## config.mk

```make
export PLATFORM = sky130hd
export DESIGN_NAME = positional_array_list
export DESIGN_NICKNAME = d
export VERILOG_FILES = /design/src/hw/rtl/pal_pkg.sv /design/src/hw/rtl/pal_ctrl.sv /design/src/hw/rtl/pal_dp.sv /design/src/hw/rtl/positional_array_list.sv
export VERILOG_INCLUDE_DIRS = /design/src /design/src/hw/rtl
export SDC_FILE = /design/constraint.sdc
export NUM_CORES = 2
export LEC_CHECK = 0
export BUFFER_PORTS_ARGS = -buffer_cell sky130_fd_sc_hd__buf_4
export CELL_PAD_IN_SITES_DETAIL_PLACEMENT = 1
export CELL_PAD_IN_SITES_GLOBAL_PLACEMENT = 1
export CORE_ASPECT_RATIO = 2
export CORE_MARGIN = 8
export CORE_UTILIZATION = 40
export CTS_CLUSTER_DIAMETER = 60
export DETAILED_ROUTE_END_ITERATION = 6
export GPL_ROUTABILITY_DRIVEN = 0
export PLACE_DENSITY = 0.65
export REMOVE_ABC_BUFFERS = 1
export SLEW_MARGIN = 20
export SYNTH_ARGS = -nofsm -noshare
export SYNTH_HDL_FRONTEND = slang
export SYNTH_SLANG_ARGS = --single-unit
```

## constraint.sdc

```tcl
create_clock -name clk -period 5.83 [get_ports clk]
set_input_delay 1.166 -clock clk [delete_from_list [all_inputs] [get_ports clk]]
set_output_delay 1.166 -clock clk [all_outputs]
set_load 0.01 [all_outputs]
```

## src/hw/rtl/assert_macros.svh

```systemverilog
// Assertion macros shared by the list controller and datapath.
// Both macros expect a clock named clk and an active-low reset named rst_n in scope.
`ifndef ASSERT_MACROS_SVH
`define ASSERT_MACROS_SVH

// Property that must hold at every clock edge outside reset.
`define PAL_ASSERT(label, prop, msg) \
  label: assert property (@(posedge clk) disable iff (!rst_n) prop) \
    else $error(msg);

// Condition that must never be true outside reset.
`define PAL_ASSERT_NEVER(label, cond, msg) \
  `PAL_ASSERT(label, !(cond), msg)

`endif

```

## src/hw/rtl/pal_pkg.sv

```systemverilog
// Shared types and constants of the positional array list.
// Used by pal_ctrl, pal_dp and the top level; depends on nothing else.
package pal_pkg;

  // Default store depth and fixed field widths.
  localparam int CAPACITY_DEF = 128;
  localparam int OP_W         = 2;
  localparam int POS_W        = 8;
  localparam int VAL_W        = 32;
  localparam int LEN_W        = 8;
  localparam int ST_W         = 2;

  // Request operations.
  typedef enum logic [OP_W-1:0] {
    OP_APPEND = 2'd0,
    OP_INSERT = 2'd1,
    OP_DELETE = 2'd2,
    OP_FIND   = 2'd3
  } op_t;

  // Result status codes.
  typedef enum logic [ST_W-1:0] {
    ST_OK     = 2'd0,
    ST_FULL   = 2'd1,
    ST_BADPOS = 2'd2,
    ST_EMPTY  = 2'd3
  } status_t;

  // Controller states.
  typedef enum logic [3:0] {
    S_IDLE,
    S_DECODE,
    S_UP,
    S_UP_DRAIN,
    S_UP_VAL,
    S_DN,
    S_DN_DRAIN,
    S_FIND,
    S_FIND_LAST
  } state_t;

  // Next value of the walking address register.
  typedef enum logic [2:0] {
    IDX_HOLD,
    IDX_CNT_M1,
    IDX_POS_P1,
    IDX_ZERO,
    IDX_INC,
    IDX_DEC
  } idx_sel_t;

  // Commands from the controller to the datapath.
  typedef struct packed {
    logic     load;
    logic     rd;
    logic     shift_up;
    logic     shift_dn;
    idx_sel_t idx_sel;
    logic     wr_val;
    logic     wr_at_pos;
    logic     cnt_inc;
    logic     cnt_dec;
    logic     done;
    logic     find;
    status_t  status;
  } cmd_t;

  // Status from the datapath to the controller.
  typedef struct packed {
    op_t  op;
    logic full;
    logic empty;
    logic pos_gt_cnt;
    logic pos_eq_cnt;
    logic pos_ge_cnt;
    logic pos_is_last;
    logic idx_at_pos;
    logic idx_at_last;
    logic hit;
  } sts_t;

endpackage

```

## src/hw/rtl/pal_ctrl.sv

```systemverilog
// Controller state machine of the positional array list.
// Depends on pal_pkg and assert_macros.svh; drives the commands of pal_dp.
`include "assert_macros.svh"

module pal_ctrl (
  input  logic          clk,
  input  logic          rst_n,
  input  logic          start,
  output logic          busy,
  output pal_pkg::cmd_t cmd,
  input  pal_pkg::sts_t sts
);
  import pal_pkg::*;

  state_t state_r;
  state_t state_nxt;

  // State register.
  always_ff @(posedge clk) begin
    if (!rst_n) begin
      state_r <= S_IDLE;
    end else begin
      state_r <= state_nxt;
    end
  end

  assign busy = (state_r != S_IDLE);

  // Next state and commands.
  always_comb begin
    state_nxt   = state_r;
    cmd         = '0;
    cmd.idx_sel = IDX_HOLD;
    cmd.status  = ST_OK;
    unique case (state_r)
      S_IDLE: begin
        if (start) begin
          cmd.load  = 1'b1;
          state_nxt = S_DECODE;
        end
      end
      S_DECODE: begin
        unique case (sts.op)
          OP_APPEND: begin
            state_nxt = S_IDLE;
            cmd.done  = 1'b1;
            if (sts.full) begin
              cmd.status = ST_FULL;
            end else begin
              cmd.wr_val  = 1'b1;
              cmd.cnt_inc = 1'b1;
            end
          end
          OP_INSERT: begin
            priority if (sts.full) begin
              cmd.done   = 1'b1;
              cmd.status = ST_FULL;
              state_nxt  = S_IDLE;
            end else if (sts.pos_gt_cnt) begin
              cmd.done   = 1'b1;
              cmd.status = ST_BADPOS;
              state_nxt  = S_IDLE;
            end else if (sts.pos_eq_cnt) begin
              // Insert at the end is an append at the given position.
              cmd.wr_val    = 1'b1;
              cmd.wr_at_pos = 1'b1;
              cmd.cnt_inc   = 1'b1;
              cmd.done      = 1'b1;
              state_nxt     = S_IDLE;
            end else begin
              cmd.idx_sel = IDX_CNT_M1;
              state_nxt   = S_UP;
            end
          end
          OP_DELETE: begin
            priority if (sts.empty) begin
              cmd.done   = 1'b1;
              cmd.status = ST_EMPTY;
              state_nxt  = S_IDLE;
            end else if (sts.pos_ge_cnt) begin
              cmd.done   = 1'b1;
              cmd.status = ST_BADPOS;
              state_nxt  = S_IDLE;
            end else if (sts.pos_is_last) begin
              // Removing the last entry moves nothing.
              cmd.cnt_dec = 1'b1;
              cmd.done    = 1'b1;
              state_nxt   = S_IDLE;
            end else begin
              cmd.idx_sel = IDX_POS_P1;
              state_nxt   = S_DN;
            end
          end
          OP_FIND: begin
            if (sts.empty) begin
              cmd.done  = 1'b1;
              state_nxt = S_IDLE;
            end else begin
              cmd.idx_sel = IDX_ZERO;
              state_nxt   = S_FIND;
            end
          end
          default: begin
            state_nxt = S_IDLE;
          end
        endcase
      end
      // Walk down from the top entry, moving each one up by one place.
      S_UP: begin
        cmd.rd       = 1'b1;
        cmd.shift_up = 1'b1;
        if (sts.idx_at_pos) begin
          state_nxt = S_UP_DRAIN;
        end else begin
          cmd.idx_sel = IDX_DEC;
        end
      end
      S_UP_DRAIN: begin
        state_nxt = S_UP_VAL;
      end
      S_UP_VAL: begin
        cmd.wr_val    = 1'b1;
        cmd.wr_at_pos = 1'b1;
        cmd.cnt_inc   = 1'b1;
        cmd.done      = 1'b1;
        state_nxt     = S_IDLE;
      end
      // Walk up from the entry after the removed position, moving each entry down by one.
      S_DN: begin
        cmd.rd       = 1'b1;
        cmd.shift_dn = 1'b1;
        if (sts.idx_at_last) begin
          state_nxt = S_DN_DRAIN;
        end else begin
          cmd.idx_sel = IDX_INC;
        end
      end
      S_DN_DRAIN: begin
        cmd.cnt_dec = 1'b1;
        cmd.done    = 1'b1;
        state_nxt   = S_IDLE;
      end
      // Read one entry a cycle and compare the one read the cycle before.
      S_FIND: begin
        if (sts.hit) begin
          cmd.find  = 1'b1;
          cmd.done  = 1'b1;
          state_nxt = S_IDLE;
        end else begin
          cmd.rd = 1'b1;
          if (sts.idx_at_last) begin
            state_nxt = S_FIND_LAST;
          end else begin
            cmd.idx_sel = IDX_INC;
          end
        end
      end
      S_FIND_LAST: begin
        cmd.find  = 1'b1;
        cmd.done  = 1'b1;
        state_nxt = S_IDLE;
      end
      default: begin
        state_nxt = S_IDLE;
      end
    endcase
  end

  // A finished item always returns the controller to idle.
  `PAL_ASSERT(a_done_to_idle, cmd.done |=> state_r == S_IDLE, "done did not return to idle")
  // Busy only drops right after an item was finished.
  `PAL_ASSERT(a_busy_fall, $fell(busy) |-> $past(cmd.done), "busy dropped without a result")
  // An accepted item always starts with its decode cycle.
  `PAL_ASSERT(a_accept_decode, start && !busy |=> state_r == S_DECODE, "accept missed decode")

endmodule

```

## src/hw/rtl/pal_dp.sv

```systemverilog
// Datapath of the positional array list: entry memory, count, walk address and result registers.
// Depends on pal_pkg and assert_macros.svh; commanded by pal_ctrl.
`include "assert_macros.svh"

module pal_dp #(
  parameter int CAPACITY = pal_pkg::CAPACITY_DEF
) (
  input  logic                             clk,
  input  logic                             rst_n,
  input  pal_pkg::cmd_t                    cmd,
  output pal_pkg::sts_t                    sts,
  input  logic        [pal_pkg::OP_W-1:0]  in_op,
  input  logic        [pal_pkg::POS_W-1:0] in_position,
  input  logic signed [pal_pkg::VAL_W-1:0] in_item_value,
  output logic                             out_valid,
  output logic        [pal_pkg::ST_W-1:0]  out_status,
  output logic        [pal_pkg::POS_W-1:0] out_found_position,
  output logic        [pal_pkg::LEN_W-1:0] out_list_length
);
  import pal_pkg::*;

  localparam int AW = $clog2(CAPACITY);
  localparam int CW = $clog2(CAPACITY + 1);
  localparam int PW = (CW > POS_W) ? CW : POS_W;
  localparam int PX = PW + 1;

  // Latched request.
  op_t              op_r;
  logic [POS_W-1:0] pos_r;
  logic [VAL_W-1:0] val_r;

  // List state and walk registers.
  logic [VAL_W-1:0] entries_r [CAPACITY];
  logic [CW-1:0]    cnt_r;
  logic [CW-1:0]    cnt_nxt;
  logic [AW-1:0]    idx_r;
  logic [AW-1:0]    idx_nxt;
  logic [VAL_W-1:0] rdata_r;
  logic [AW-1:0]    rd_idx_r;
  logic             rd_vld_r;
  logic             wr_pend_r;
  logic             wr_up_r;

  // Result registers.
  logic             out_valid_r;
  status_t          status_r;
  logic [POS_W-1:0] found_r;
  logic [LEN_W-1:0] len_r;

  logic [PW-1:0]    pos_x;
  logic [PW-1:0]    cnt_x;
  logic             hit;
  logic             wr_en;
  logic [AW-1:0]    wr_addr;
  logic [AW-1:0]    pend_addr;
  logic [VAL_W-1:0] wr_data;

  // Request capture.
  always_ff @(posedge clk) begin
    if (cmd.load) begin
      op_r  <= op_t'(in_op);
      pos_r <= in_position;
      val_r <= in_item_value;
    end
  end

  // Status toward the controller.
  assign pos_x = PW'(pos_r);
  assign cnt_x = PW'(cnt_r);
  assign hit   = rd_vld_r && (rdata_r == val_r);

  always_comb begin
    sts             = '0;
    sts.op          = op_r;
    sts.full        = (cnt_r == CW'(CAPACITY));
    sts.empty       = (cnt_r == '0);
    sts.pos_gt_cnt  = (pos_x > cnt_x);
    sts.pos_eq_cnt  = (pos_x == cnt_x);
    sts.pos_ge_cnt  = (pos_x >= cnt_x);
    sts.pos_is_last = ((PX'(pos_x) + PX'(1)) == PX'(cnt_x));
    sts.idx_at_pos  = (PW'(idx_r) == pos_x);
    sts.idx_at_last = ((CW'(idx_r) + CW'(1)) == cnt_r);
    sts.hit         = hit;
  end

  // Walk address and entry count.
  always_comb begin
    unique case (cmd.idx_sel)
      IDX_HOLD:   idx_nxt = idx_r;
      IDX_CNT_M1: idx_nxt = AW'(cnt_r - CW'(1));
      IDX_POS_P1: idx_nxt = AW'(pos_r) + AW'(1);
      IDX_ZERO:   idx_nxt = '0;
      IDX_INC:    idx_nxt = idx_r + AW'(1);
      IDX_DEC:    idx_nxt = idx_r - AW'(1);
      default:    idx_nxt = idx_r;
    endcase
    priority if (cmd.cnt_inc) begin
      cnt_nxt = cnt_r + CW'(1);
    end else if (cmd.cnt_dec) begin
      cnt_nxt = cnt_r - CW'(1);
    end else begin
      cnt_nxt = cnt_r;
    end
  end

  always_ff @(posedge clk) begin
    if (!rst_n) begin
      cnt_r     <= '0;
      rd_vld_r  <= 1'b0;
      wr_pend_r <= 1'b0;
    end else begin
      cnt_r     <= cnt_nxt;
      rd_vld_r  <= cmd.rd;
      wr_pend_r <= cmd.rd && (cmd.shift_up || cmd.shift_dn);
    end
  end

  always_ff @(posedge clk) begin
    idx_r <= idx_nxt;
    if (cmd.rd) begin
      rd_idx_r <= idx_r;
      wr_up_r  <= cmd.shift_up;
    end
  end

  // Write port: a moved entry lands one place above or below where it was read,
  // otherwise the request value goes to its position or to the end.
  assign pend_addr = wr_up_r ? (rd_idx_r + AW'(1)) : (rd_idx_r - AW'(1));
  assign wr_en     = wr_pend_r || cmd.wr_val;
  assign wr_addr   = wr_pend_r     ? pend_addr   :
                     cmd.wr_at_pos ? AW'(pos_r)  : AW'(cnt_r);
  assign wr_data   = wr_pend_r ? rdata_r : val_r;

  // Entry memory with one registered read port and one write port.
  always_ff @(posedge clk) begin
    if (cmd.rd) begin
      rdata_r <= entries_r[idx_r];
    end
    if (wr_en) begin
      entries_r[wr_addr] <= wr_data;
    end
  end

  // Result registers, shown for one cycle after the item finishes.
  always_ff @(posedge clk) begin
    if (!rst_n) begin
      out_valid_r <= 1'b0;
    end else begin
      out_valid_r <= cmd.done;
    end
  end

  always_ff @(posedge clk) begin
    if (cmd.done) begin
      status_r <= cmd.status;
      found_r  <= (cmd.find && hit) ? POS_W'(CW'(rd_idx_r) + CW'(1)) : '0;
      len_r    <= LEN_W'(cnt_nxt);
    end
  end

  assign out_valid          = out_valid_r;
  assign out_status         = status_r;
  assign out_found_position = found_r;
  assign out_list_length    = len_r;

  // The value write never competes with a pending moved entry.
  `PAL_ASSERT_NEVER(a_wr_collide, wr_pend_r && cmd.wr_val, "write port collision")
  // The count never exceeds the store depth.
  `PAL_ASSERT_NEVER(a_cnt_range, cnt_r > CW'(CAPACITY), "count beyond capacity")
  // Growing the list only happens when there is room.
  `PAL_ASSERT_NEVER(a_grow_full, cmd.cnt_inc && sts.full, "grew a full list")

endmodule

```

## src/hw/rtl/positional_array_list.sv

```systemverilog
// Top level of the positional array list: a bounded list kept densely in one memory.
// Depends on pal_pkg, pal_ctrl and pal_dp.
//
// Usage: drive in_op, in_position and in_item_value and raise start; the item is
// taken at the clock edge where start is high and busy is low. Append adds at the
// end, insert and delete shift the later entries, find reports the 1-based place
// of the first equal value (0 when absent). Each item gives one result, held on
// out_status, out_found_position and out_list_length for the single cycle in
// which out_valid is high; the receiver cannot stall it.
// Append, insert at the end, refused requests, deleting the last entry and find on
// an empty list finish in their decode step. Any other insert walks the entries
// from the position up, any other delete those above it, and find walks from the
// first entry until it hits or passes the last. The entry walk goes through the
// memory's one read port, one entry per cycle. busy falls in the cycle the result
// is shown, so the next item can be taken at the edge that ends it.
// Reset (rst_n low, synchronous) empties the list; entries need no clearing.
module positional_array_list #(
  parameter int CAPACITY = pal_pkg::CAPACITY_DEF
) (
  input  logic                             clk,
  input  logic                             rst_n,
  input  logic                             start,
  output logic                             busy,
  input  logic        [pal_pkg::OP_W-1:0]  in_op,
  input  logic        [pal_pkg::POS_W-1:0] in_position,
  input  logic signed [pal_pkg::VAL_W-1:0] in_item_value,
  output logic                             out_valid,
  output logic        [pal_pkg::ST_W-1:0]  out_status,
  output logic        [pal_pkg::POS_W-1:0] out_found_position,
  output logic        [pal_pkg::LEN_W-1:0] out_list_length
);
  import pal_pkg::*;

  cmd_t cmd;
  sts_t sts;

  // Sequencer.
  pal_ctrl u_ctrl (
    .clk   (clk),
    .rst_n (rst_n),
    .start (start),
    .busy  (busy),
    .cmd   (cmd),
    .sts   (sts)
  );

  // Memory, count and result registers.
  pal_dp #(
    .CAPACITY (CAPACITY)
  ) u_dp (
    .clk                (clk),
    .rst_n              (rst_n),
    .cmd                (cmd),
    .sts                (sts),
    .in_op              (in_op),
    .in_position        (in_position),
    .in_item_value      (in_item_value),
    .out_valid          (out_valid),
    .out_status         (out_status),
    .out_found_position (out_found_position),
    .out_list_length    (out_list_length)
  );

endmodule
```

==> Word-level counts from Yosys, hierarchy flattened <==
Memories as Yosys holds them, arrays and structs flattened. A register that Yosys moved wholly into a read port is not among the register bits.
Index checks and enable logic that the tools add are counted.
{ "classes": {"addsub": 10, "n_mul": 0, "n_div": 0, "magnitude_cmp": 2, "n_eq_ne": 26, "shifts": 0, "mux": 68, "bitwise_logic": 0, "reduce_logical": 13} }
{ "ops": {"columns": ["cell", "count"], "rows": [
  ["$pmux W7 S5", 1],
  ["$eq A32 B32 Y1", 1],
  ["$mux W32", 1],
  ["$mux W4", 7],
  ["$mux W3", 9],
  ["$pmux W4 S6", 1],
  ["$add A7 B1 Y7 const B", 3],
  ["$mux W7", 3],
  ["$mux W1", 20],
  ["$mux W2", 10],
  ["$add A7 B1 Y8 const B", 2],
  ["$eq A4 B3 Y1 const B", 4],
  ["$eq A8 B8 Y1", 2],
  ["$mux W8", 2],
  ["$pmux W4 S4", 1],
  ["$sub A7 B1 Y7 const B", 2],
  ["$mux W6", 2],
  ["$pmux W3 S4", 1],
  ["$pmux W1 S2", 5],
  ["$add A8 B1 Y9 const B", 1],
  ["$eq A9 B8 Y1", 1],
  ["$pmux W3 S3", 1],
  ["$add A8 B1 Y8 const B", 1],
  ["$eq A4 B2 Y1 const B", 2],
  ["other kinds (28)", 36]
]} }
{ "word_totals": {"register_bits": 90, "latchBits": 0, "ramBits": 4096, "rom_bits": 0, "in_bits": 45, "mem_count": 1} }
{ "memory_table": {"columns": ["memory", "words", "word_bits", "read_ports", "rd_clocked_by_memory_dff", "write_ports", "line_no", "text"], "rows": [
  ["u_dp.entries_r", 128, 32, 1, 1, 1, "pal_dp.sv:33", "logic [VAL_W-1:0] entries_r [CAPACITY];"]
]} }

==> Depth between registers and ports, before layout <==
{ "depth": {"word_depth": 9, "depth_mapped": 16} }

==> By module <==
A second synthesis with hierarchy kept.
{ "unflattened": {"hier_cells": 7526, "area_unflattened_um2": 162268.1} }
{ "modules_own_cells": {"columns": ["mod", "n_inst", "cells_per_inst", "area_each_um2", "seq_area_each_um2"], "rows": [
  ["pal_dp", 1, 7441, 161706.3, 126431.3],
  ["pal_ctrl", 1, 85, 561.8, 80.1]
]} }

==> Worst setup path before layout <==
No wires, ideal clock.
{ "synth_timing": {"path_kind": "flip-flop to flip-flop", "from": "register u_dp.cnt_r[4]", "to": "memory u_dp.entries_r[123][0] (enable)", "setup_time_ps": 501, "arrival_time_ps": 5638, "required_ps": 5329, "setup_slack_ps": -310, "stages_incl_launch_ff": 11, "path_buffers": 1, "period_less_slack_ps": 6140, "path_cell_list": "dfxtp_1 -> clkbuf_1 -> inv_1 -> ha_1 -> nand4_1 -> nor2_1 -> a31oi_4 -> mux2i_1 -> mux2i_2 -> nand3_4 -> nor4_1"} }
{ "synth_between": {"elab_chain_cells": 9, "word_cells_on_any_way": 15, "cone_classes": "order compare: 1; eq/ne: 2; mux: 11; reduce/logical: 1"} }
{ "synth_lines": {"columns": ["item", "line_no", "text"], "rows": [
  ["start: declaration", "pal_dp.sv:34", "logic [CW-1:0] cnt_r;"],
  ["start signal: assignment", "pal_dp.sv:112", "cnt_r <= cnt_nxt;"],
  ["parallel branches: the longest is 9 deep, another holds $gt A8 B8 Y1", null, null],
  ["end: declaration", "pal_dp.sv:33", null]
]} }
Several ways; the timed one is not identified.

==> Worst setup path after layout <==
{ "layout_timing": {"from": "register u_dp.cnt_r[6]", "to": "memory u_dp.entries_r[122][23] (enable)"} }
Same word-level chain as after synthesis.

==> reports/qor.txt <==
GRT Max-Usage Layer = met2
# IOs = 65
VDD IR max = 0.225 mV
WL final = 461000 um
Top post-synthesis cells by area = edfxtp_1, mux4_2, clkbuf_1, mux2_2, nor3_2
Final Setup Violations = 0
Die width = 468 um
Critical path class = flip-flop to flip-flop
Worst Setup SP = u_dp.cnt_r[6]$_SDFF_PN0_
Grt met3 use = 2.88%
Post-DR wirelength/cell = 35.7 um
Clock slew at reported path FFs = 0.07 ns
Post-DP HPWL = 297000 um
Mux cell area share after synthesis = 19.1%
Post-synth top area cell = edfxtp_1
Psw = 17.1 mW
Post-synthesis compound-gate area fraction = 0.524%
Clock sink count = 4218
Cells along the critical path = clkinv_1 > ha_1 > nand4_1 > nor2_1 > a31oi_4 > mux2i_1 > mux2i_2 > nand3_4 > buf_4 > nor4_2 > buf_4
Seq/Total Area, Yosys = 77.4%
Flops & latches, synth = 4218
CP arrival = 5.89 ns
LEAKAGE = 57.3 nW
Seq pwr share = 50.8%
Worst-Skew Late Latency = 0.93 ns
Final cell count without fillers = 12900
Rel. slew slack = 20.7%
H-Tree Depth = 5
Vias = 74800
Peak Freq = 0.187 GHz
P_int = 50.8 mW
Critical-path top delay cell = nand3_4
Post-Synth XOR/XNOR Area = 0.424%
CP peak stage delay = 0.72 ns
GRT met2 Usage = 35.2%
Status = completed
Placement Setup Slack = 0.586 ns
R2r setup slk = 0.49 ns
Startpoint types = flip-flop
Final WS setup = 0.485 ns
Crit path top cell by count = buf_4
Ys async rst share = 0%
RR Startpoint = u_dp.cnt_r[6]$_SDFF_PN0_
First-pass GRT wire length = 632000 um
Syn avg cell area = 24.8 um2
Max Cap Viol = 0
Post-synth top flop = edfxtp_1
Critical path data required time = 6.37 ns
Measured slew at the worst slew-check pin = 1.19 ns
Layout Nets = 7004
CTS tree = done
Total Power = 67.9 mW
Slew Limit Fails = 0
Layout cells sized above 1 = 34.1%
Number of synthesized flops with an enable pin = 4203
Worst R2R Path Depth = 11
Die area = 431000 um2
Instance count on the critical path = 11
Combinational share of power = 13.0%
CTS Buf Count = 357
Antenna violations before repair = 101
All-Layer GR Usage = 20.8%
Synth-to-Final Area Change = 13.6%
Clk pwr share = 36.1%
CP top delay family = simple AND/OR/NAND/NOR gates
Worst Setup EP = u_dp.entries_r[122][23]$_DFFE_PP_
Tcrit/Tclk final = 91.7%
Largest family of logic cells by synthesized area = multiplexers
Share of the synthesized area in the top cell type = 77.2%
DRC viols = 0
IO Port Bufs = 64
Root buffer cell = clkbuf_16
Hold-fix buffers at CTS = 0
Switching fraction of total power = 25.2%
Buf/Inv on CP = 3
Cell Pwr Density = 366 nW/um2
Post-Syn Area = 163000 um2
Initial Util = 40.1%
Yosys cell types = 82
Post-cts resize count = 0
Worst-case clock buffer depth = 4
DRT antenna net count = 0
Post-CTS setup buffer count = 0
Number of global-route vias before repair = 77600
Min Tclk post-route = 5.34 ns
GR Layer Usage met1 = 24.2%
Placed cells = 11900
Drt pass-1 iters = 5
Post-Synth Simple-Gate Area = 1.38%
Vias per inst = 5.80
CP Max Fanout = 32
Setup TNS = 0 ns
Die H = 920 um
Core Footprint = 408000 um2
Remaining Overflow, GRT = 0
Worst R2R End = u_dp.entries_r[122][23]$_DFFE_PP_
Final worst clock skew = 0.0917 ns
Largest net degree at the start of global routing = 102
Synth Area in Adders = 0.201%
Mapped Cells = 6586
RSZ-0062 raised after global routing = no
Worst Hold Class = primary input to flip-flop
DRT iter0 DRCs = 7948
Crit path capture type = flip-flop
Row count = 332
Final hold violations = 0
Ys Warns = 0
-- layout by cell type, fill, tap and decap left out, drive strengths merged, types with 6 or more instances in the layout --
master,n
ha,23
diode,337
buf,357
nor2,34
xor2,25
nand4,23
bufinv,43
clkbuf,422
mux2i,13
nor3,113
o21ai,23
nand3,37
a21o,8
nand2,33
mux4,1344
a31oi,6
nor4,38
clkinvlp,35
o311ai,6
a21oi,30
xnor2,49
mux2,66
nand2b,7
nor2b,7
clkinv,137
edfxtp,4203
and3,10
dfxtp,15
inv,44
-- worst min path at each step --
stage,start,cells past startpoint,endpoint
after floorplan,u_ctrl.state_r[3]$_SDFFE_PN0P_,1,u_dp.wr_pend_r$_SDFF_PN0_
after global placement,u_dp.cnt_r[5]$_SDFF_PN0_,2,u_dp.cnt_r[5]$_SDFF_PN0_
after detailed placement,u_dp.cnt_r[5]$_SDFF_PN0_,2,u_dp.cnt_r[5]$_SDFF_PN0_
after CTS,in_position[6],1,u_dp.pos_r[6]$_DFFE_PP_
after global routing,in_item_value[2],1,u_dp.val_r[2]$_DFFE_PP_
final,in_item_value[2],1,u_dp.val_r[2]$_DFFE_PP_
-- per-stage QoR --
stage / hold slack, ns / cell area, um2 / util [%]
2_1_floorplan: 0.546 / 162000 / -
3_3_place_gp: 0.614 / 173000 / 42.4
3_5_place_dp: 0.647 / 173000 / 42.4
4_1_cts: 0.328 / 185000 / 45.3
5_1_grt: 0.392 / 186000 / 45.5
6_report: 0.432 / 186000 / 45.5
-- power by group through the flow --
stage	clock network (mW)	registers, mW	logic (mW)
after floorplan	0	35.9	8.44
after global placement	0	35.2	8.64
after detailed placement	0	35.2	8.86
after CTS	25.0	34.5	8.87
after global routing	25.8	34.5	9.10
final	24.5	34.6	8.85
-- area by class of cell --
cell class | count | area (um2)
inverters | 31 | 119
clock buffers | 422 | 9280
repair buffers | 357 | 3410
well taps | 5344 | 6690
diodes | 337 | 843
clock inverters | 228 | 2520
multi-input cells | 1969 | 36300
flip-flops and latches | 4218 | 127000
fillers | 36400 | 222000
-- flip-flops by register name, summed over array words and instances (netlist names) --
register and flops:
u_dp.out_valid 1, u_dp.rd_vld_r 1, u_dp.wr_pend_r 1, u_dp.rd_idx_r 7, u_dp.wr_up_r 1, u_dp.cnt_r 8
u_dp.pos_r 8, u_dp.val_r 32, u_dp.op_r 2, u_ctrl.state_r 4, u_dp.idx_r 7, u_dp.out_list_length 8
u_dp.out_status 2, u_dp.out_found_position 8, u_dp.rdata_r 32, u_dp.entries_r 4096
-- cell usage after synthesis, types with 4 or more instances --
library cell / n
nand2b_1: 7
nand3_1: 29
and3_1: 10
xnor2_1: 49
nand3_4: 8
buf_1: 56
clkbuf_1: 197
nor2b_1: 7
buf_2: 106
ha_1: 23
mux2_2: 65
nor3_1: 53
nor2_1: 34
nand2_1: 33
mux4_2: 1344
and2_1: 4
edfxtp_1: 4203
inv_1: 27
a31oi_1: 4
a21o_1: 8
nand4_1: 23
buf_6: 8
o21ai_0: 21
mux2i_1: 11
nor3_2: 60
nor4_1: 23
o311ai_0: 5
o211ai_1: 5
nor4_2: 15
a21oi_1: 30
xor2_1: 25
o21a_1: 4
dfxtp_1: 15
-- metal layers --
| metal | up-vias | wire [um] |
|---|---|---|
| li1 | 29700 | - |
| met2 | 3140 | 235000 |
| met3 | 775 | 29300 |
| met4 | 10 | 39400 |
| met1 | 41200 | 157000 |
| met5 | - | 75 |
-- logic make-up after synthesis --
logic type,Yosys count
adders and majority gates,25
AOI/OAI and AO/OA,115
and+or+nand+nor,330
xor gates and xnor gates,76
DFF,4218
buffers and inverters,399
muxes,1423
Power figures use the tool's default switching activity.
